===== src/hdl/cdat_pkg.sv =====
`default_nettype none

package cdat_pkg;

    // operation codes
    localparam logic [1:0] OP_ADD      = 2'd0;
    localparam logic [1:0] OP_SUB      = 2'd1;
    localparam logic [1:0] OP_DIST     = 2'd2;
    localparam logic [1:0] OP_VALIDATE = 2'd3;

    // status codes
    localparam logic [1:0] ST_OK      = 2'd0;
    localparam logic [1:0] ST_INVALID = 2'd1;
    localparam logic [1:0] ST_RANGE   = 2'd2;

    localparam logic [13:0] YEAR_MAX     = 14'd9999;
    localparam logic [15:0] DIST_LIM     = 16'd65535;
    localparam logic [14:0] RECIP_25     = 15'd20972;   // ceil(2^19 / 25)
    localparam int          RECIP_SHIFT  = 19;

    typedef struct packed {
        logic [13:0] year;
        logic [3:0]  month;
        logic [4:0]  day;
    } date_t;

    typedef struct packed {
        logic [1:0]  operation;
        date_t       base;
        date_t       other;
        logic [15:0] day_count;
    } item_t;

    typedef struct packed {
        date_t       date;
        logic [15:0] day_distance;
        logic [1:0]  status;
    } result_t;

    // Gregorian leap rule; y % 25 by reciprocal multiply, exact for 14-bit years
    function automatic logic is_leap(input logic [13:0] y);
        logic [28:0] prod;
        logic [9:0]  q;
        logic [13:0] back;
        logic        div25;
        prod  = {15'd0, y} * {14'd0, RECIP_25};
        q     = prod[RECIP_SHIFT +: 10];
        back  = ({4'd0, q} << 4) + ({4'd0, q} << 3) + {4'd0, q};
        div25 = (back == y);
        return (y[1:0] == 2'd0) && (!div25 || (y[3:0] == 4'd0));
    endfunction

    function automatic logic [4:0] month_len(input logic [3:0] m, input logic leap);
        logic [4:0] len;
        case (m)
            4'd1, 4'd3, 4'd5, 4'd7, 4'd8, 4'd10, 4'd12: len = 5'd31;
            4'd4, 4'd6, 4'd9, 4'd11:                    len = 5'd30;
            4'd2:                                       len = leap ? 5'd29 : 5'd28;
            default:                                    len = 5'd0;
        endcase
        return len;
    endfunction

    function automatic logic date_ok(input date_t d, input logic leap);
        return (d.year <= YEAR_MAX) && (d.month >= 4'd1) && (d.month <= 4'd12)
            && (d.day >= 5'd1) && (d.day <= month_len(d.month, leap));
    endfunction

endpackage

`default_nettype wire


===== src/hdl/cdat_step.sv =====
`default_nettype none

// Shared one-day step unit: next or previous calendar day.
module cdat_step (
    input  cdat_pkg::date_t cur,
    input  logic            leap,
    input  logic            fwd,
    output cdat_pkg::date_t nxt,
    output logic            at_edge
);
    import cdat_pkg::*;

    logic [4:0] len_cur;
    logic [4:0] len_prev;
    logic [3:0] prev_month;

    assign len_cur    = month_len(cur.month, leap);
    assign prev_month = cur.month - 4'd1;
    assign len_prev   = month_len(prev_month, leap);

    always_comb
    begin
        nxt = cur;
        if (fwd)
        begin
            at_edge = (cur.year == YEAR_MAX) && (cur.month == 4'd12) && (cur.day == 5'd31);
            if (cur.day < len_cur)
            begin
                nxt.day = cur.day + 5'd1;
            end
            else if (cur.month < 4'd12)
            begin
                nxt.month = cur.month + 4'd1;
                nxt.day   = 5'd1;
            end
            else
            begin
                nxt.year  = cur.year + 14'd1;
                nxt.month = 4'd1;
                nxt.day   = 5'd1;
            end
        end
        else
        begin
            at_edge = (cur.year == 14'd0) && (cur.month == 4'd1) && (cur.day == 5'd1);
            if (cur.day > 5'd1)
            begin
                nxt.day = cur.day - 5'd1;
            end
            else if (cur.month > 4'd1)
            begin
                nxt.month = prev_month;
                nxt.day   = len_prev;
            end
            else
            begin
                nxt.year  = cur.year - 14'd1;
                nxt.month = 4'd12;
                nxt.day   = 5'd31;
            end
        end
    end

endmodule

`default_nettype wire


===== src/hdl/cdat_seq.sv =====
`default_nettype none

// Sequencer: checks dates, then walks one day per cycle through cdat_step.
module cdat_seq (
    input  logic              clk,
    input  logic              rst_n,
    input  logic              in_valid,
    output logic              in_ready,
    input  cdat_pkg::item_t   item,
    output logic              res_valid,
    input  logic              res_take,
    output cdat_pkg::result_t res
);
    import cdat_pkg::*;

    localparam logic [2:0] S_IDLE   = 3'd0;
    localparam logic [2:0] S_CHECK  = 3'd1;
    localparam logic [2:0] S_SETTLE = 3'd2;
    localparam logic [2:0] S_RUN    = 3'd3;
    localparam logic [2:0] S_DONE   = 3'd4;

    logic [2:0]  state_reg, state_next;
    logic [1:0]  op_reg;
    date_t       base_reg;
    date_t       cur_reg, cur_next;
    date_t       oth_reg, oth_next;
    logic [15:0] cnt_reg, cnt_next;
    logic [1:0]  st_reg, st_next;
    logic        leap_reg;
    logic        oth_leap_reg;

    date_t       step_date;
    logic        step_edge;
    logic        fwd;
    logic        base_first;

    assign fwd        = (op_reg != OP_SUB);
    assign base_first = ({cur_reg.year, cur_reg.month, cur_reg.day}
                       < {oth_reg.year, oth_reg.month, oth_reg.day});

    cdat_step u_step (
        .cur     (cur_reg),
        .leap    (leap_reg),
        .fwd     (fwd),
        .nxt     (step_date),
        .at_edge (step_edge)
    );

    assign in_ready  = (state_reg == S_IDLE);
    assign res_valid = (state_reg == S_DONE);

    always_comb
    begin
        res.status       = st_reg;
        res.date         = base_reg;
        res.day_distance = 16'd0;
        if (st_reg != ST_INVALID)
        begin
            if ((op_reg == OP_ADD) || (op_reg == OP_SUB))
            begin
                res.date = cur_reg;
            end
            else if (op_reg == OP_DIST)
            begin
                res.day_distance = cnt_reg;
            end
        end
    end

    always_comb
    begin
        state_next = state_reg;
        cur_next   = cur_reg;
        oth_next   = oth_reg;
        cnt_next   = cnt_reg;
        st_next    = st_reg;
        case (state_reg)
            S_IDLE:
            begin
                if (in_valid)
                begin
                    cur_next   = item.base;
                    oth_next   = item.other;
                    cnt_next   = item.day_count;
                    st_next    = ST_OK;
                    state_next = S_CHECK;
                end
            end
            S_CHECK:
            begin
                if (!date_ok(cur_reg, leap_reg))
                begin
                    st_next    = ST_INVALID;
                    state_next = S_DONE;
                end
                else if (op_reg == OP_VALIDATE)
                begin
                    state_next = S_DONE;
                end
                else if (op_reg == OP_DIST)
                begin
                    if (!date_ok(oth_reg, oth_leap_reg))
                    begin
                        st_next    = ST_INVALID;
                        state_next = S_DONE;
                    end
                    else
                    begin
                        // walk the earlier date up to the later one
                        cnt_next = 16'd0;
                        if (!base_first)
                        begin
                            cur_next = oth_reg;
                            oth_next = cur_reg;
                        end
                        state_next = S_SETTLE;
                    end
                end
                else
                begin
                    state_next = S_RUN;
                end
            end
            S_SETTLE:
            begin
                // leap flag follows the swapped walker
                state_next = S_RUN;
            end
            S_RUN:
            begin
                if (op_reg == OP_DIST)
                begin
                    if (cur_reg == oth_reg)
                    begin
                        state_next = S_DONE;
                    end
                    else if (cnt_reg == DIST_LIM)
                    begin
                        st_next    = ST_RANGE;
                        state_next = S_DONE;
                    end
                    else
                    begin
                        cur_next = step_date;
                        cnt_next = cnt_reg + 16'd1;
                    end
                end
                else
                begin
                    if (cnt_reg == 16'd0)
                    begin
                        state_next = S_DONE;
                    end
                    else if (step_edge)
                    begin
                        st_next    = ST_RANGE;
                        state_next = S_DONE;
                    end
                    else
                    begin
                        cur_next = step_date;
                        cnt_next = cnt_reg - 16'd1;
                    end
                end
            end
            S_DONE:
            begin
                if (res_take)
                begin
                    state_next = S_IDLE;
                end
            end
            default:
            begin
                state_next = S_IDLE;
            end
        endcase
    end

    always_ff @(posedge clk or negedge rst_n)
    begin
        if (!rst_n)
        begin
            state_reg <= S_IDLE;
        end
        else
        begin
            state_reg <= state_next;
        end
    end

    always_ff @(posedge clk)
    begin
        if ((state_reg == S_IDLE) && in_valid)
        begin
            op_reg   <= item.operation;
            base_reg <= item.base;
        end
        cur_reg      <= cur_next;
        oth_reg      <= oth_next;
        cnt_reg      <= cnt_next;
        st_reg       <= st_next;
        leap_reg     <= is_leap(cur_next.year);
        oth_leap_reg <= is_leap(oth_next.year);
    end

`ifndef SYNTH
    a_done_leaves: assert property (@(posedge clk) disable iff (!rst_n)
        (state_reg == S_DONE) && res_take |=> (state_reg == S_IDLE))
        else $error("done state not left after result transfer");

    a_walker_month: assert property (@(posedge clk) disable iff (!rst_n)
        (state_reg == S_RUN) |-> (cur_reg.month >= 4'd1) && (cur_reg.month <= 4'd12)
            && (cur_reg.day >= 5'd1))
        else $error("walker left the calendar");

    a_walker_year: assert property (@(posedge clk) disable iff (!rst_n)
        (state_reg == S_RUN) |-> (cur_reg.year <= YEAR_MAX))
        else $error("walker passed the last year");

    a_dist_order: assert property (@(posedge clk) disable iff (!rst_n)
        (state_reg == S_RUN) && (op_reg == OP_DIST) |->
            ({cur_reg.year, cur_reg.month, cur_reg.day}
             <= {oth_reg.year, oth_reg.month, oth_reg.day}))
        else $error("distance walker overtook its target");
`endif

endmodule

`default_nettype wire


===== src/hdl/calendar_date_arithmetic_core.sv =====
`default_nettype none

// Channel  Dir  tdata fields (lsb first)                          tuser
// s_*      in   base d/m/y, other d/m/y, day_count (5,4,14,...)    operation
// m_*      out  result d/m/y, day_distance (5,4,14,16), pad 1       status
//
// Flow: dates are checked, then the one-day step unit walks day_count days
// for add/subtract, or from the earlier date to the later (capped at 65535
// days) for a distance; validate and invalid dates skip the walk.
// Reset: rst_n asynchronous, clears control; the block comes up idle.
// The result sits in an output register, so a new item is taken while
// m_tvalid waits on m_tready; s_tready is low while an item is in work.
module calendar_date_arithmetic_core (
    input  logic        clk,
    input  logic        rst_n,
    input  logic        s_tvalid,
    output logic        s_tready,
    // [4:0] base_day, [8:5] base_month, [22:9] base_year, [27:23] other_day,
    // [31:28] other_month, [45:32] other_year, [61:46] day_count, [63:62] zero
    input  logic [63:0] s_tdata,
    // [1:0] operation
    input  logic [1:0]  s_tuser,
    output logic        m_tvalid,
    input  logic        m_tready,
    // [4:0] result_day, [8:5] result_month, [22:9] result_year,
    // [38:23] day_distance, [39] zero
    output logic [39:0] m_tdata,
    // [1:0] status
    output logic [1:0]  m_tuser
);
    import cdat_pkg::*;

    item_t   item;
    result_t res;
    logic    res_valid;
    logic    res_take;
    logic    out_valid_reg;
    result_t out_reg;

    // unpack the input transfer
    assign item.operation    = s_tuser;
    assign item.base.day     = s_tdata[4:0];
    assign item.base.month   = s_tdata[8:5];
    assign item.base.year    = s_tdata[22:9];
    assign item.other.day    = s_tdata[27:23];
    assign item.other.month  = s_tdata[31:28];
    assign item.other.year   = s_tdata[45:32];
    assign item.day_count    = s_tdata[61:46];

    cdat_seq u_seq (
        .clk       (clk),
        .rst_n     (rst_n),
        .in_valid  (s_tvalid),
        .in_ready  (s_tready),
        .item      (item),
        .res_valid (res_valid),
        .res_take  (res_take),
        .res       (res)
    );

    // output register: loads when empty or being drained this cycle
    assign res_take = res_valid && (!out_valid_reg || m_tready);

    always_ff @(posedge clk or negedge rst_n)
    begin
        if (!rst_n)
        begin
            out_valid_reg <= 1'b0;
        end
        else if (res_take)
        begin
            out_valid_reg <= 1'b1;
        end
        else if (m_tready)
        begin
            out_valid_reg <= 1'b0;
        end
    end

    always_ff @(posedge clk)
    begin
        if (res_take)
        begin
            out_reg <= res;
        end
    end

    assign m_tvalid = out_valid_reg;
    assign m_tdata  = {1'b0, out_reg.day_distance, out_reg.date.year,
                       out_reg.date.month, out_reg.date.day};
    assign m_tuser  = out_reg.status;

`ifndef SYNTH
    a_out_hold: assert property (@(posedge clk) disable iff (!rst_n)
        m_tvalid && !m_tready |=> m_tvalid && $stable(m_tdata) && $stable(m_tuser))
        else $error("stalled result changed");

    a_status_code: assert property (@(posedge clk) disable iff (!rst_n)
        m_tvalid |-> (m_tuser == ST_OK) || (m_tuser == ST_INVALID) || (m_tuser == ST_RANGE))
        else $error("undefined status code");

    a_dist_only_ok: assert property (@(posedge clk) disable iff (!rst_n)
        m_tvalid && (m_tuser == ST_INVALID) |-> (m_tdata[38:23] == 16'd0))
        else $error("distance reported with an invalid date");
`endif

endmodule

`default_nettype wire


===== config.mk =====
export PLATFORM = sky130hd
export DESIGN_NAME = calendar_date_arithmetic_core
export DESIGN_NICKNAME = d
export VERILOG_FILES = /design/src/hdl/cdat_pkg.sv /design/src/hdl/cdat_step.sv /design/src/hdl/cdat_seq.sv /design/src/hdl/calendar_date_arithmetic_core.sv
export SDC_FILE = /design/constraint.sdc
export NUM_CORES = 1
export LEC_CHECK = 0
export BUFFER_PORTS_ARGS = -buffer_cell sky130_fd_sc_hd__buf_2
export CAP_MARGIN = 0
export CORE_UTILIZATION = 55
export DETAILED_ROUTE_END_ITERATION = 7
export GPL_TIMING_DRIVEN = 0
export PLACE_DENSITY = 0.72
export SLEW_MARGIN = 20
export SYNTH_ARGS = -nofsm -noshare
export SYNTH_HDL_FRONTEND = slang
export SYNTH_HIERARCHICAL = 1
export SYNTH_SLANG_ARGS = --single-unit

===== constraint.sdc =====
create_clock -name clk -period 14.2 [get_ports clk]
set_input_delay 2.84 -clock clk [delete_from_list [all_inputs] [get_ports clk]]
set_output_delay 2.84 -clock clk [all_outputs]
set_load 0.05 [all_outputs]

==> run summary <==
The final instance area is 18900 um2. The total DRC errors in the routed layout came out at 35. STA classifies the critical path startpoint as an input port. The number of placement rows came out at 64. The average instance area after synthesis came out at 9.69 um2. The total routing usage reported by global routing came out at 29.3%. Summed over all instances, the cell type with the most area after synthesis is ha_1. The hold-fix buffer count after cts came out at 0. Entering global routing, the biggest net connects 36 pins. Summing all flip-flop and latch instances after layout gives 3760 um2. Ranked by total cell area, the synthesized netlist is headed by ha_1 (22%), edfxtp_1 (18%), fa_1 (16%). Routability-driven placement finished with a final weighted congestion of 0.926. Counting flops with a built-in enable in the synthesized netlist gives 102.

The flip-flop cell with the highest count after synthesis is edfxtp_1. The checks that failed: DRC. The count of cell types in the netlist is 90. The smallest setup slack after layout is 0.652 ns. The critical path class is input port to flip-flop.

TritonCTS built the clock tree. The count of buffers added by post-CTS timing repair for setup is 0. CTS built an H-tree with a depth of 4.

The count of cells resized by post-cts repair came out at 0. The layout overhead on the synthesized area came out at 9.54%. At the later pin of the worst-skew pair, clock insertion delay measures 0.43 ns. The fmax came out at 73.8 MHz. The placed standard-cell area is 18400 um2.

The count of pins on the block boundary is 114. In this run the horizontal extent of the chip is 179 um. For this block, the via count after detailed routing is 14.1k. Max-cap violations in this run came to 0. The yosys synthesis warning count is 6.

The first-iteration detailed-routing DRC count is 1188. The post-route antenna net violation count came out at 0. In the final layout, the multi-input gates occupy 12100 um2.

The total wirelength of the detailed-routed design came out at 45.9 mm. The number of buffers between clock root and the deepest sink came out at 2. The post-synthesis sequential element count came out at 136. The final routed wire length divided by cell count came out at 19.7 um. The core region area is 30700 um2. The flow ran to the end, but the final reports show violations. The required time reported for the critical path endpoint is 14.50 ns.

The clock root buffer is clkbuf_16. The total of buffers placed on input and output ports came out at 109. The post-CTS clock slew at the launch and capture registers of the worst setup and hold paths is 0.06 ns.

inv_1 is the most common cell in the netlist. The first-pass GRT wire length came out at 72.2 mm. The antenna diode count is 0. Headroom to the max-slew limit came out at 21.9%.

The number of antenna violations at the first check in global routing came out at 0. The floorplan die height came out at 179 um. The number of global-route vias before repair came out at 14.0k.

Adding up every negative setup slack in the final design gives 0 ns. The iteration count of the initial detailed-routing pass is 8. The worst-path maximum fanout is 8. The cell area that synthesis handed to floorplanning was 17300 um2. STA puts the critical path data arrival time at 13.85 ns. The portion of the clock cycle consumed by the worst path in the final layout came out at 95.4%. The share of post-route cells with drive strength above 1 is 11.4%. The worst setup slack before clock tree synthesis is 0.359 ns.

The post-synthesis sequential area ratio came out at 21.8%. The final setup violation count came out at 0. The actual transition at the worst max-transition pin is 1.17 ns. The worst clock skew is 0.0122 ns. The count of final max-slew check failures is 0. The initial standard-cell utilization of the core is 56.2%. The proportion of synthesized flip-flops having asynchronous set or reset is 2.94%. After technology mapping, the gate count stands at 1785. The area fraction of the dominant cell type after synthesis came out at 21.6%. The filler cell count is 2648. Sorting the synthesized cells by how often they occur yields inv_1 (315), ha_1 (298), fa_1 (141). Global routing finished with a remaining overflow of 0.

The die covers 32200 um2. The largest incremental delay on the critical path came out at 0.78 ns. STA classifies the critical path endpoint as a flip-flop.

The routed via count divided by cell count is 6.06. The most numerous cell type found on the critical path is inv_1. The net count after synthesis is 2294.

Once detailed placement completed, the half-perimeter wirelength came to 36.7 mm. The number of hold violations in the final report came out at 0. Clock tree synthesis found a total of 136 sinks. The worst path in the final design needs a cycle of 13.55 ns, including I/O delays and setup. The net count of the finished layout is 2427. In this run the worst hold path is classified as flip-flop to flip-flop. The register with the most flip-flops in the layout has 39 of them.

Setup repair after global routing left no endpoint under its margin. For this design, the slowest cell found on the critical path is a21oi_1. TritonCTS created 17 clock buffers.
logic make-up after synthesis:
kind of cell | count (synthesis) | synth area share, %
flip-flops | 136 | 21.8
AND/OR/NAND/NOR | 374 | 11.4
buffers and inverters | 362 | 8.17
XOR/XNOR | 82 | 4.15
multiplexers | 38 | 2.48
other | 1 | 0.0217
adder cells (fa/ha/maj) | 439 | 37.9
AO/OA/AOI/OAI | 353 | 14.1
path summary, 6_finish.rpt:
path	start	to	slack (ns)	depth (start not counted)
max	s_tvalid	u_seq/oth_leap_reg	0.65	41
min	u_seq/st_reg[0]	m_tuser[0]	0.49	0
max reg2reg	u_seq/oth_reg[5]	u_seq/oth_leap_reg	0.82	46
min reg2reg	u_seq/st_reg[0]	m_tuser[0]	0.49	0
max in group asynchronous	rst_n	u_seq/state_reg[1]	11.86	1
min in group asynchronous	rst_n	u_seq/state_reg[2]	2.21	1
worst max-delay path: cells and delay by family:
| family | cells | cell delay (ns) |
|---|---|---|
| AO/OA/AOI/OAI | 16 | 4.60 |
| XOR/XNOR | 3 | 0.63 |
| adder cells (fa/ha/maj) | 8 | 3.49 |
| buffers and inverters | 7 | 0.98 |
| AND/OR/NAND/NOR | 7 | 1.27 |
cell type report:
type                       count  area share, %
tap                          396           2.62
inverter                     316           6.26
clock buffer                  17           2.25
sequential                   136           19.9
timing repair buffer         114           3.26
clock inverter                14          0.529
buffer                        46           1.21
multi-input combinational   1287           64.0
through the flow:
step / hold slack (ns) / cells / util (%)
4_1_cts: 0.487 / 2326 / 61.6
5_1_grt: 0.493 / 2326 / 61.6
3_5_place_dp: 0.475 / 2295 / 59.9
3_3_place_gp: 0.467 / 2290 / 59.6
2_1_floorplan: 0.417 / 1785 / -
6_report: 0.485 / 2326 / 61.6
cells in the final DEF (no fill, tap or decap), drive strengths merged, types with 29 or more instances in the layout:
cell type  count
o21ai         63
fa           141
mux2          29
a21oi         73
and3          41
ha           298
xnor2         55
inv          320
clkbuf        49
edfxtp       102
dfxtp         30
nor2          58
nand2        105
buf          128
nor3          30
routing by layer:
metal,vias up,routed length [um],global-route usage (%)
met5,-,0,0
met4,0,1590,11.1
met1,6855,19200,37.6
li1,6536,-,-
met2,594,21900,50.6
met3,106,3170,3.14
Power is left out: the tool's default activity adds up to more than one toggle a clock period on the data nets, which glitch-free logic cannot reach.
